**src/rtl/wspc_pkg.sv**
```systemverilog
package wspc_pkg;

  localparam int unsigned ActionW = 4;
  localparam int unsigned DirW    = 2;
  localparam int unsigned StatusW = 3;
  localparam int unsigned StepsW  = 16;
  localparam int unsigned DegW    = 9;
  localparam int unsigned VoltW   = 12;
  localparam int unsigned SetpW   = 13;

  localparam int unsigned PotScale  = 9;
  localparam int unsigned PotOffset = 500;
  localparam int unsigned PotBand   = 25;
  localparam int unsigned MaxDeg    = 360;
  localparam int unsigned DegMax    = 511;

  // The reciprocal is exact for every reading below 2**VoltW while PotScale stays below 16.
  localparam int unsigned RecipShift = VoltW + 8;
  localparam int unsigned RecipW     = RecipShift + 1;
  localparam int unsigned Recip      = ((2 ** RecipShift) + PotScale - 1) / PotScale;
  localparam int unsigned ProdW      = VoltW + RecipW;
  localparam int unsigned QuotW      = ProdW - RecipShift;

  typedef enum logic [ActionW-1:0] {
    ActPowerOn  = 4'd0,
    ActPowerOff = 4'd1,
    ActStepMove = 4'd2,
    ActPosStart = 4'd3,
    ActSample   = 4'd4,
    ActTick     = 4'd5,
    ActDirQuery = 4'd6,
    ActPosQuery = 4'd7,
    ActStop     = 4'd8
  } action_e;

  typedef enum logic [DirW-1:0] {
    DirCw      = 2'd0,
    DirCcw     = 2'd1,
    DirRest    = 2'd2,
    DirInvalid = 2'd3
  } dir_e;

  typedef enum logic [StatusW-1:0] {
    StOk         = 3'd0,
    StNoPower    = 3'd1,
    StBadDir     = 3'd2,
    StOutOfRange = 3'd3,
    StAlready    = 3'd4,
    StReached    = 3'd5,
    StReversed   = 3'd6,
    StSensorFail = 3'd7
  } status_e;

endpackage

```
**src/rtl/winch_stepper_position_controller_unit.sv**
```systemverilog
// Channel | Direction | Handshake                 | Payload
// input   | in        | in_valid_i / in_stall_o   | action, direction_req, step_count,
//         |           |                           | target_degrees, pot_voltage, pot_fault
// result  | out       | out_valid_o / out_stall_i | status, motor_power, step_running,
//         |           |                           | dir_level, direction_out,
//         |           |                           | steps_remaining, position_deg
//
// One beat enters per cycle while in_stall_o is low; it passes from the input register into the result register.
// The path between the input register and the result register holds the event
// decode, the setpoint scaling multiply and the reciprocal multiply of the position query.
// Reset (rst_ni low) clears the motor state and empties both registers.
// A stalled result beat holds the result register; the input register then fills and
// in_stall_o rises, so the input side stalls once the input register holds a beat.
module winch_stepper_position_controller_unit (
  input  logic                                    clk_i,
  input  logic                                    rst_ni,
  input  logic                                    in_valid_i,
  output logic                                    in_stall_o,
  input  logic [wspc_pkg::ActionW-1:0]            action_i,
  input  logic [wspc_pkg::DirW-1:0]               direction_req_i,
  input  logic signed [wspc_pkg::StepsW-1:0]      step_count_i,
  input  logic [wspc_pkg::DegW-1:0]               target_degrees_i,
  input  logic [wspc_pkg::VoltW-1:0]              pot_voltage_i,
  input  logic                                    pot_fault_i,
  output logic                                    out_valid_o,
  input  logic                                    out_stall_i,
  output logic [wspc_pkg::StatusW-1:0]            status_o,
  output logic                                    motor_power_o,
  output logic                                    step_running_o,
  output logic                                    dir_level_o,
  output logic [wspc_pkg::DirW-1:0]               direction_out_o,
  output logic signed [wspc_pkg::StepsW-1:0]      steps_remaining_o,
  output logic [wspc_pkg::DegW-1:0]               position_deg_o
);

  localparam int unsigned CmpW = wspc_pkg::SetpW + 1;

  // Input register.
  logic                                s1_valid_q;
  logic [wspc_pkg::ActionW-1:0]        s1_action_q;
  logic [wspc_pkg::DirW-1:0]           s1_dreq_q;
  logic signed [wspc_pkg::StepsW-1:0]  s1_count_q;
  logic [wspc_pkg::DegW-1:0]           s1_target_q;
  logic [wspc_pkg::VoltW-1:0]          s1_volt_q;
  logic                                s1_fault_q;

  // Controller state.
  logic                                powered_q, powered_d;
  logic                                running_q, running_d;
  logic                                tick_en_q, tick_en_d;
  logic                                dir_pin_q, dir_pin_d;
  wspc_pkg::dir_e                      move_dir_q, move_dir_d;
  logic [wspc_pkg::SetpW-1:0]          setpoint_q, setpoint_d;
  logic signed [wspc_pkg::StepsW-1:0]  steps_left_q, steps_left_d;

  // Result register.
  logic                                out_valid_q;
  wspc_pkg::status_e                   status_q, status_d;
  wspc_pkg::dir_e                      dir_out_q, dir_out_d;
  logic [wspc_pkg::DegW-1:0]           pos_q, pos_d;

  logic                                in_accept;
  logic                                advance;

  logic [wspc_pkg::SetpW-1:0]          new_setp;
  logic [CmpW-1:0]                     volt_ext;
  logic [CmpW-1:0]                     sp_ext;
  logic [CmpW-1:0]                     new_sp_ext;
  logic                                overshoot;
  logic                                in_band;
  logic [wspc_pkg::VoltW-1:0]          pos_diff;
  logic [wspc_pkg::ProdW-1:0]          pos_prod;
  logic [wspc_pkg::QuotW-1:0]          pos_quot;

  assign advance    = s1_valid_q && (!out_valid_q || !out_stall_i);
  assign in_stall_o = s1_valid_q && !advance;
  assign in_accept  = in_valid_i && !in_stall_o;

  always_ff @(posedge clk_i or negedge rst_ni) begin
    if (!rst_ni) begin
      s1_valid_q  <= 1'b0;
      out_valid_q <= 1'b0;
    end else begin
      if (in_accept) begin
        s1_valid_q <= 1'b1;
      end else if (advance) begin
        s1_valid_q <= 1'b0;
      end
      if (advance) begin
        out_valid_q <= 1'b1;
      end else if (!out_stall_i) begin
        out_valid_q <= 1'b0;
      end
    end
  end

  always_ff @(posedge clk_i) begin
    if (in_accept) begin
      s1_action_q <= action_i;
      s1_dreq_q   <= direction_req_i;
      s1_count_q  <= step_count_i;
      s1_target_q <= target_degrees_i;
      s1_volt_q   <= pot_voltage_i;
      s1_fault_q  <= pot_fault_i;
    end
    if (advance) begin
      status_q  <= status_d;
      dir_out_q <= dir_out_d;
      pos_q     <= pos_d;
    end
  end

  always_ff @(posedge clk_i or negedge rst_ni) begin
    if (!rst_ni) begin
      powered_q    <= 1'b0;
      running_q    <= 1'b0;
      tick_en_q    <= 1'b0;
      dir_pin_q    <= 1'b0;
      move_dir_q   <= wspc_pkg::DirCw;
      setpoint_q   <= '0;
      steps_left_q <= '0;
    end else if (advance) begin
      powered_q    <= powered_d;
      running_q    <= running_d;
      tick_en_q    <= tick_en_d;
      dir_pin_q    <= dir_pin_d;
      move_dir_q   <= move_dir_d;
      setpoint_q   <= setpoint_d;
      steps_left_q <= steps_left_d;
    end
  end

  assign new_setp = wspc_pkg::SetpW'(
      {4'd0, s1_target_q} * wspc_pkg::SetpW'(wspc_pkg::PotScale)
      + wspc_pkg::SetpW'(wspc_pkg::PotOffset));

  assign volt_ext   = CmpW'(s1_volt_q);
  assign sp_ext     = CmpW'(setpoint_q);
  assign new_sp_ext = CmpW'(new_setp);

  assign overshoot = ((move_dir_q == wspc_pkg::DirCw) && (volt_ext > sp_ext)) ||
                     ((move_dir_q == wspc_pkg::DirCcw) && (volt_ext < sp_ext));
  assign in_band   = (volt_ext <= sp_ext + CmpW'(wspc_pkg::PotBand)) &&
                     (volt_ext + CmpW'(wspc_pkg::PotBand) >= sp_ext);

  assign pos_diff = s1_volt_q - wspc_pkg::VoltW'(wspc_pkg::PotOffset);
  assign pos_prod = wspc_pkg::ProdW'(pos_diff) *
                    wspc_pkg::ProdW'(wspc_pkg::Recip);
  assign pos_quot = pos_prod[wspc_pkg::ProdW-1:wspc_pkg::RecipShift];

  always_comb begin
    powered_d    = powered_q;
    running_d    = running_q;
    tick_en_d    = tick_en_q;
    dir_pin_d    = dir_pin_q;
    move_dir_d   = move_dir_q;
    setpoint_d   = setpoint_q;
    steps_left_d = steps_left_q;
    status_d     = wspc_pkg::StOk;
    pos_d        = '0;
    dir_out_d    = wspc_pkg::DirCw;
    unique case (s1_action_q)
      wspc_pkg::ActPowerOn: begin
        powered_d = 1'b1;
      end
      wspc_pkg::ActPowerOff: begin
        powered_d = 1'b0;
      end
      wspc_pkg::ActStepMove: begin
        if (!powered_q) begin
          status_d = wspc_pkg::StNoPower;
        end else if (s1_dreq_q[1]) begin
          status_d = wspc_pkg::StBadDir;
        end else begin
          dir_pin_d    = s1_dreq_q[0];
          steps_left_d = s1_count_q;
          running_d    = 1'b1;
          tick_en_d    = 1'b1;
        end
      end
      wspc_pkg::ActPosStart: begin
        setpoint_d = new_setp;
        if (s1_target_q > wspc_pkg::DegW'(wspc_pkg::MaxDeg)) begin
          status_d = wspc_pkg::StOutOfRange;
        end else if (!powered_q) begin
          status_d = wspc_pkg::StNoPower;
        end else begin
          move_dir_d = wspc_pkg::dir_e'(s1_dreq_q);
          if (s1_dreq_q == wspc_pkg::DirRest) begin
            status_d = wspc_pkg::StAlready;
          end else if (s1_dreq_q == wspc_pkg::DirInvalid) begin
            status_d = wspc_pkg::StBadDir;
          end else begin
            dir_pin_d = s1_dreq_q[0];
            running_d = 1'b1;
          end
        end
      end
      wspc_pkg::ActSample: begin
        if (s1_fault_q) begin
          status_d = wspc_pkg::StSensorFail;
        end else if (overshoot) begin
          running_d  = 1'b0;
          move_dir_d = (move_dir_q == wspc_pkg::DirCw) ? wspc_pkg::DirCcw
                                                       : wspc_pkg::DirCw;
          status_d   = wspc_pkg::StReversed;
        end else if (in_band) begin
          running_d = 1'b0;
          status_d  = wspc_pkg::StReached;
        end
      end
      wspc_pkg::ActTick: begin
        if (tick_en_q && running_q) begin
          if (steps_left_q[wspc_pkg::StepsW-1] || (steps_left_q == '0)) begin
            tick_en_d    = 1'b0;
            running_d    = 1'b0;
            steps_left_d = '0;
          end else begin
            steps_left_d = steps_left_q - wspc_pkg::StepsW'(1);
          end
        end
      end
      wspc_pkg::ActDirQuery: begin
        if (s1_fault_q) begin
          status_d = wspc_pkg::StSensorFail;
        end
      end
      wspc_pkg::ActPosQuery: begin
        if (s1_fault_q) begin
          status_d = wspc_pkg::StSensorFail;
        end else if (s1_volt_q < wspc_pkg::VoltW'(wspc_pkg::PotOffset)) begin
          status_d = wspc_pkg::StOutOfRange;
        end else if (pos_quot > wspc_pkg::QuotW'(wspc_pkg::DegMax)) begin
          pos_d = wspc_pkg::DegW'(wspc_pkg::DegMax);
        end else begin
          pos_d = pos_quot[wspc_pkg::DegW-1:0];
        end
      end
      wspc_pkg::ActStop: begin
        running_d = 1'b0;
      end
      default: begin
      end
    endcase

    // A fault-free direction query reports the target side; every other beat shows the move direction.
    if ((s1_action_q == wspc_pkg::ActDirQuery) && !s1_fault_q) begin
      if (volt_ext == new_sp_ext) begin
        dir_out_d = wspc_pkg::DirRest;
      end else if (volt_ext < new_sp_ext) begin
        dir_out_d = wspc_pkg::DirCw;
      end else begin
        dir_out_d = wspc_pkg::DirCcw;
      end
    end else begin
      dir_out_d = move_dir_d;
    end
  end

  assign out_valid_o       = out_valid_q;
  assign status_o          = status_q;
  assign motor_power_o     = powered_q;
  assign step_running_o    = running_q;
  assign dir_level_o       = dir_pin_q;
  assign direction_out_o   = dir_out_q;
  assign steps_remaining_o = steps_left_q;
  assign position_deg_o    = pos_q;

  a_stall_needs_item: assert property (@(posedge clk_i) disable iff (!rst_ni)
      in_stall_o |-> s1_valid_q)
    else $error("Input stall raised with an empty input register.");

  a_advance_fills_out: assert property (@(posedge clk_i) disable iff (!rst_ni)
      advance |=> out_valid_q)
    else $error("A beat left the input register but no result appeared.");

  a_held_item_stable: assert property (@(posedge clk_i) disable iff (!rst_ni)
      (s1_valid_q && !advance) |=> (s1_valid_q && $stable(s1_action_q)))
    else $error("A held input beat was lost or changed.");

  a_tick_ends_move: assert property (@(posedge clk_i) disable iff (!rst_ni)
      (advance && (s1_action_q == wspc_pkg::ActTick) && tick_en_q && running_q &&
       (steps_left_q[wspc_pkg::StepsW-1] || (steps_left_q == '0)))
      |=> (!tick_en_q && !running_q && (steps_left_q == '0)))
    else $error("A spent step move did not halt the step timer.");

  a_power_result: assert property (@(posedge clk_i) disable iff (!rst_ni)
      (advance && (s1_action_q == wspc_pkg::ActPowerOn)) |=> motor_power_o)
    else $error("Power on was not reflected in the result.");

endmodule
```
**config.mk**
```make
export PLATFORM = sky130hd
export DESIGN_NAME = winch_stepper_position_controller_unit
export DESIGN_NICKNAME = d
export VERILOG_FILES = /design/src/rtl/wspc_pkg.sv /design/src/rtl/winch_stepper_position_controller_unit.sv
export SDC_FILE = /design/constraint.sdc
export NUM_CORES = 1
export LEC_CHECK = 0
export BUFFER_PORTS_ARGS = -buffer_cell sky130_fd_sc_hd__buf_2
export CAP_MARGIN = 20
export CORE_MARGIN = 2
export CORE_UTILIZATION = 50
export DETAILED_ROUTE_END_ITERATION = 12
export PLACE_DENSITY_LB_ADDON = 0.25
export REMOVE_ABC_BUFFERS = 1
export SLEW_MARGIN = 30
export SYNTH_ARGS = -nofsm -noshare
export SYNTH_HDL_FRONTEND = slang
export SYNTH_SLANG_ARGS = --single-unit
```
**constraint.sdc**
```tcl
create_clock -name clk_i -period 16.35 [get_ports clk_i]
set_clock_uncertainty 0.05 [all_clocks]
set_input_delay 3.27 -clock clk_i [delete_from_list [all_inputs] [get_ports clk_i]]
set_output_delay 3.27 -clock clk_i [all_outputs]
set_load 0.01 [all_outputs]
```
==> flow_summary.toml <==
[status]
outcome = "finished, final reports clean"

[layout]
drive_above_1_share = 0.112
register_area_sq_um = 2670
multi_input_area_sq_um = 5810
post-route-util = 0.561
antenna_cells = 0
nets = 1272
fillerInstances = 1624
syn_to_final_growth_pct = 10.5

[setup_path]
crit_path_max_incr_delay_ns = 0.13
critical_path.top_delay_family = "buffers and inverters"
crit_top_cell = "buf_2"
cp.depth = 4
worstPathMaxFanout = 3
endpoint_kind = "output port"
reg2reg_depth = 21
cp_num_buf_inv = 3
cp_cell_sequence = "buf_2, nand3_1, inv_1, buf_2"
cpMaxStageDelayCell = "buf_2"
arrival_ns = 3.68
criticalPathCategory = "primary input to output port"
reg2reg_slack_ns = 9.39
start_kind = "primary input"
cp_data_required_time_ns = 13.03

[synth]
synth-edff-count = 58
synth-main-ff-cell = "edfxtp_1"
seq_area_frac_synth = 0.292
avgSynthCellArea_sq_um = 9.78
synth_fa_ha_area_frac = 0.339
synthMuxAreaShare = 0.0107
synthCells = 933
syn_area_sq_um = 9130
yosys.area_share.xor_xnor = 0.0413
synth-seq-cells = 95
synthDistinctLibCells = 65
postSynth.asyncResetShare = 0.389
yosys.area_share.simple = 0.123
synth_compound_area_frac = 0.123
yosysWarnings = 0
synth_top_family_by_area = "adder cells"

[global_route]
overflow = 0
antenna_found_initial = 0
grt_pass1_wl_microns = 33000
grt_util_all_layers = 0.210
grt_max_degree = 45
grt_pass1_vias = 6877

[power_and_ir_drop]
total_leakage_power_uw = 0.00493
irDropWorstVdd_uv = 205
p_per_area_nw_per_um2 = 164

[routing]
vias = 6687
top_layer = "met4"
drc_errors = 0
wl_met3_microns = 593
drt-met1-wl_microns = 8750
first_pass_iters = 4
routed_via_density = 5.38
ant_nets = 0
wire_per_inst_microns = 15.4
drt_wl_total_microns = 19200
initialDrtViolationCount = 333
wl_met2_microns = 9380

[clock_tree]
postCtsSetupRepairBufs = 0
clk_path_buf_depth = 2
path_clk_slew_ns = 0.07
cts_buffers = 9
root_buffer = "clkbuf_16"
clock_latency_ns = 0.35
cts.sinks = 95
post_cts_resized = 0
ctsHoldBuffers = 0
tritoncts = "built"
htreeDepth = 3

[floorplanning]
row_count = 49
die_y_microns = 139
ios = 83
coreArea_sq_um = 18000
die_w_microns = 139
initial_utilization = 0.508
dieArea_sq_um = 19300

[min_path]
hold_class = "flop to flop"
hold_depth = 2

[flow_run]
drv_cap = 0

[timing]
relSlewSlack = 0.376
period_share = 0.428
final.setup.tns_ns = 0
finalHoldWorstSlack_ns = 0.453
slew_viol_final = 0
fmax_mhz = 143
finalCriticalPeriod_ns = 7.00
worst_slew_pin_slew_ns = 0.933
grt_setup_unrepaired = "no"
worst_slack_ns = 9.35
finalSetupViolations = 0
hold_violations = 0

[placement]
dp_slack_ns = 9.34
dpl.hpwl_microns = 15900
port_buffers = 82
gp_congestion = 0.888
-- where the power goes --
| part | leakage, uW | switching, uW | internal [uW] |
|---|---|---|---|
| sequential | 0.00103 | 48.1 | 298 |
| combinational | 0.00374 | 606 | 480 |
| clock | 0.000158 | 103 | 124 |
-- worst paths after layout --
| check | from | end |
|---|---|---|
| worst max-delay path | out_stall_i | in_stall_o |
| max in group asynchronous | rst_ni | move_dir_q[0] |
| worst max register to register | s1_volt_q[2] | position_deg_o[8] |
| min in group asynchronous | rst_ni | steps_remaining_o[2] |
| worst min-delay path | s1_count_q[9] | steps_remaining_o[9] |
| worst min register to register | s1_count_q[9] | steps_remaining_o[9] |
-- routing by layer --
metal,global-route usage,vias to the layer above
met4,0.0627,0
met5,0,-
met2,0.360,127
met3,0.0342,34
met1,0.275,3149
li1,-,3377
-- through the flow --
step	std cells	cell area, sq um	power, uW
finish	1244	10100	1660
global route	1244	10100	1870
CTS	1244	10100	1680
detailed placement	1228	9760	1430
global placement	1228	9760	1400
floorplan	917	9060	1180
-- cell usage in the layout, fill, tap and decap left out, types with 5 or more instances in the layout --
master     synthesis  routed
ha_1             159     159
inv_1            155     155
buf_2              1      81
o21ai_0           64      64
edfxtp_1          58      58
nand2_1           57      57
fa_1              55      55
a21oi_1           52      52
nor2_1            50      50
dfrtp_1           37      37
xnor2_1           32      32
nand3_1           18      18
nor3_1            17      17
a21o_1            16      16
nor2b_1           12      12
nand4_1           12      12
xor2_1            11      11
nand2b_1          10      10
clkbuf_16          0       9
and3_1             8       8
or3_1              8       8
a31oi_1            6       6
mux2_2             5       5
a211oi_1           5       5
-- tightest hold or removal path, stage by stage (launching register included) --
cell and delay [ns]:
edfxtp_1 0.33, nand3_1 0.07, nand3_1 0.08
-- final cells by class --
class | instances | area share
Clock inverter | 7 | 0.00943
Multi-Input combinational cell | 667 | 0.577
Sequential cell | 95 | 0.265
Inverter | 155 | 0.0577
Clock buffer | 9 | 0.0223
Tap cell | 229 | 0.0284
Timing Repair Buffer | 82 | 0.0410
-- synth_stat cells, drive strengths merged, types with 5 or more instances --
cell    count  share of area
a211oi      5         0.0041
a21o       16          0.013
a21oi      52          0.029
a31oi       6         0.0041
and3        8         0.0055
clkbuf     14         0.0059
dfrtp      37           0.10
edfxtp     58           0.19
fa         55           0.12
ha        159           0.22
inv       155          0.064
mux2        6         0.0074
nand2      57          0.023
nand2b     10         0.0069
nand3      18         0.0099
nand4      12         0.0082
nor2       50          0.021
nor2b      12         0.0082
nor3       17         0.0093
nor4        6         0.0064
o21ai      64          0.035
or3         8         0.0055
xnor2      32          0.031
xor2       11          0.011
-- kinds of logic after synthesis --
kind of cell | Yosys count
and+or+nand+nor | 220
AOI/OAI and AO/OA | 181
adders and majority gates | 214
xor gates and xnor gates | 43
DFF | 95
buffers and inverters | 171
muxes | 9
-- flip-flops by register name, indices dropped and copies added (netlist names) --
register and flops:
motor_power_o 1, s1_valid_q 1, step_running_o 1, s1_dreq_q 2, s1_count_q 16, s1_target_q 9, tick_en_q 1, s1_fault_q 1
s1_volt_q 12, setpoint_q 13, s1_action_q 4, steps_remaining_o 16, status_o 3, dir_level_o 1, position_deg_o 9, direction_out_o 2
move_dir_q 2, out_valid_o 1
No activity file was read; power rests on OpenSTA's default activity.
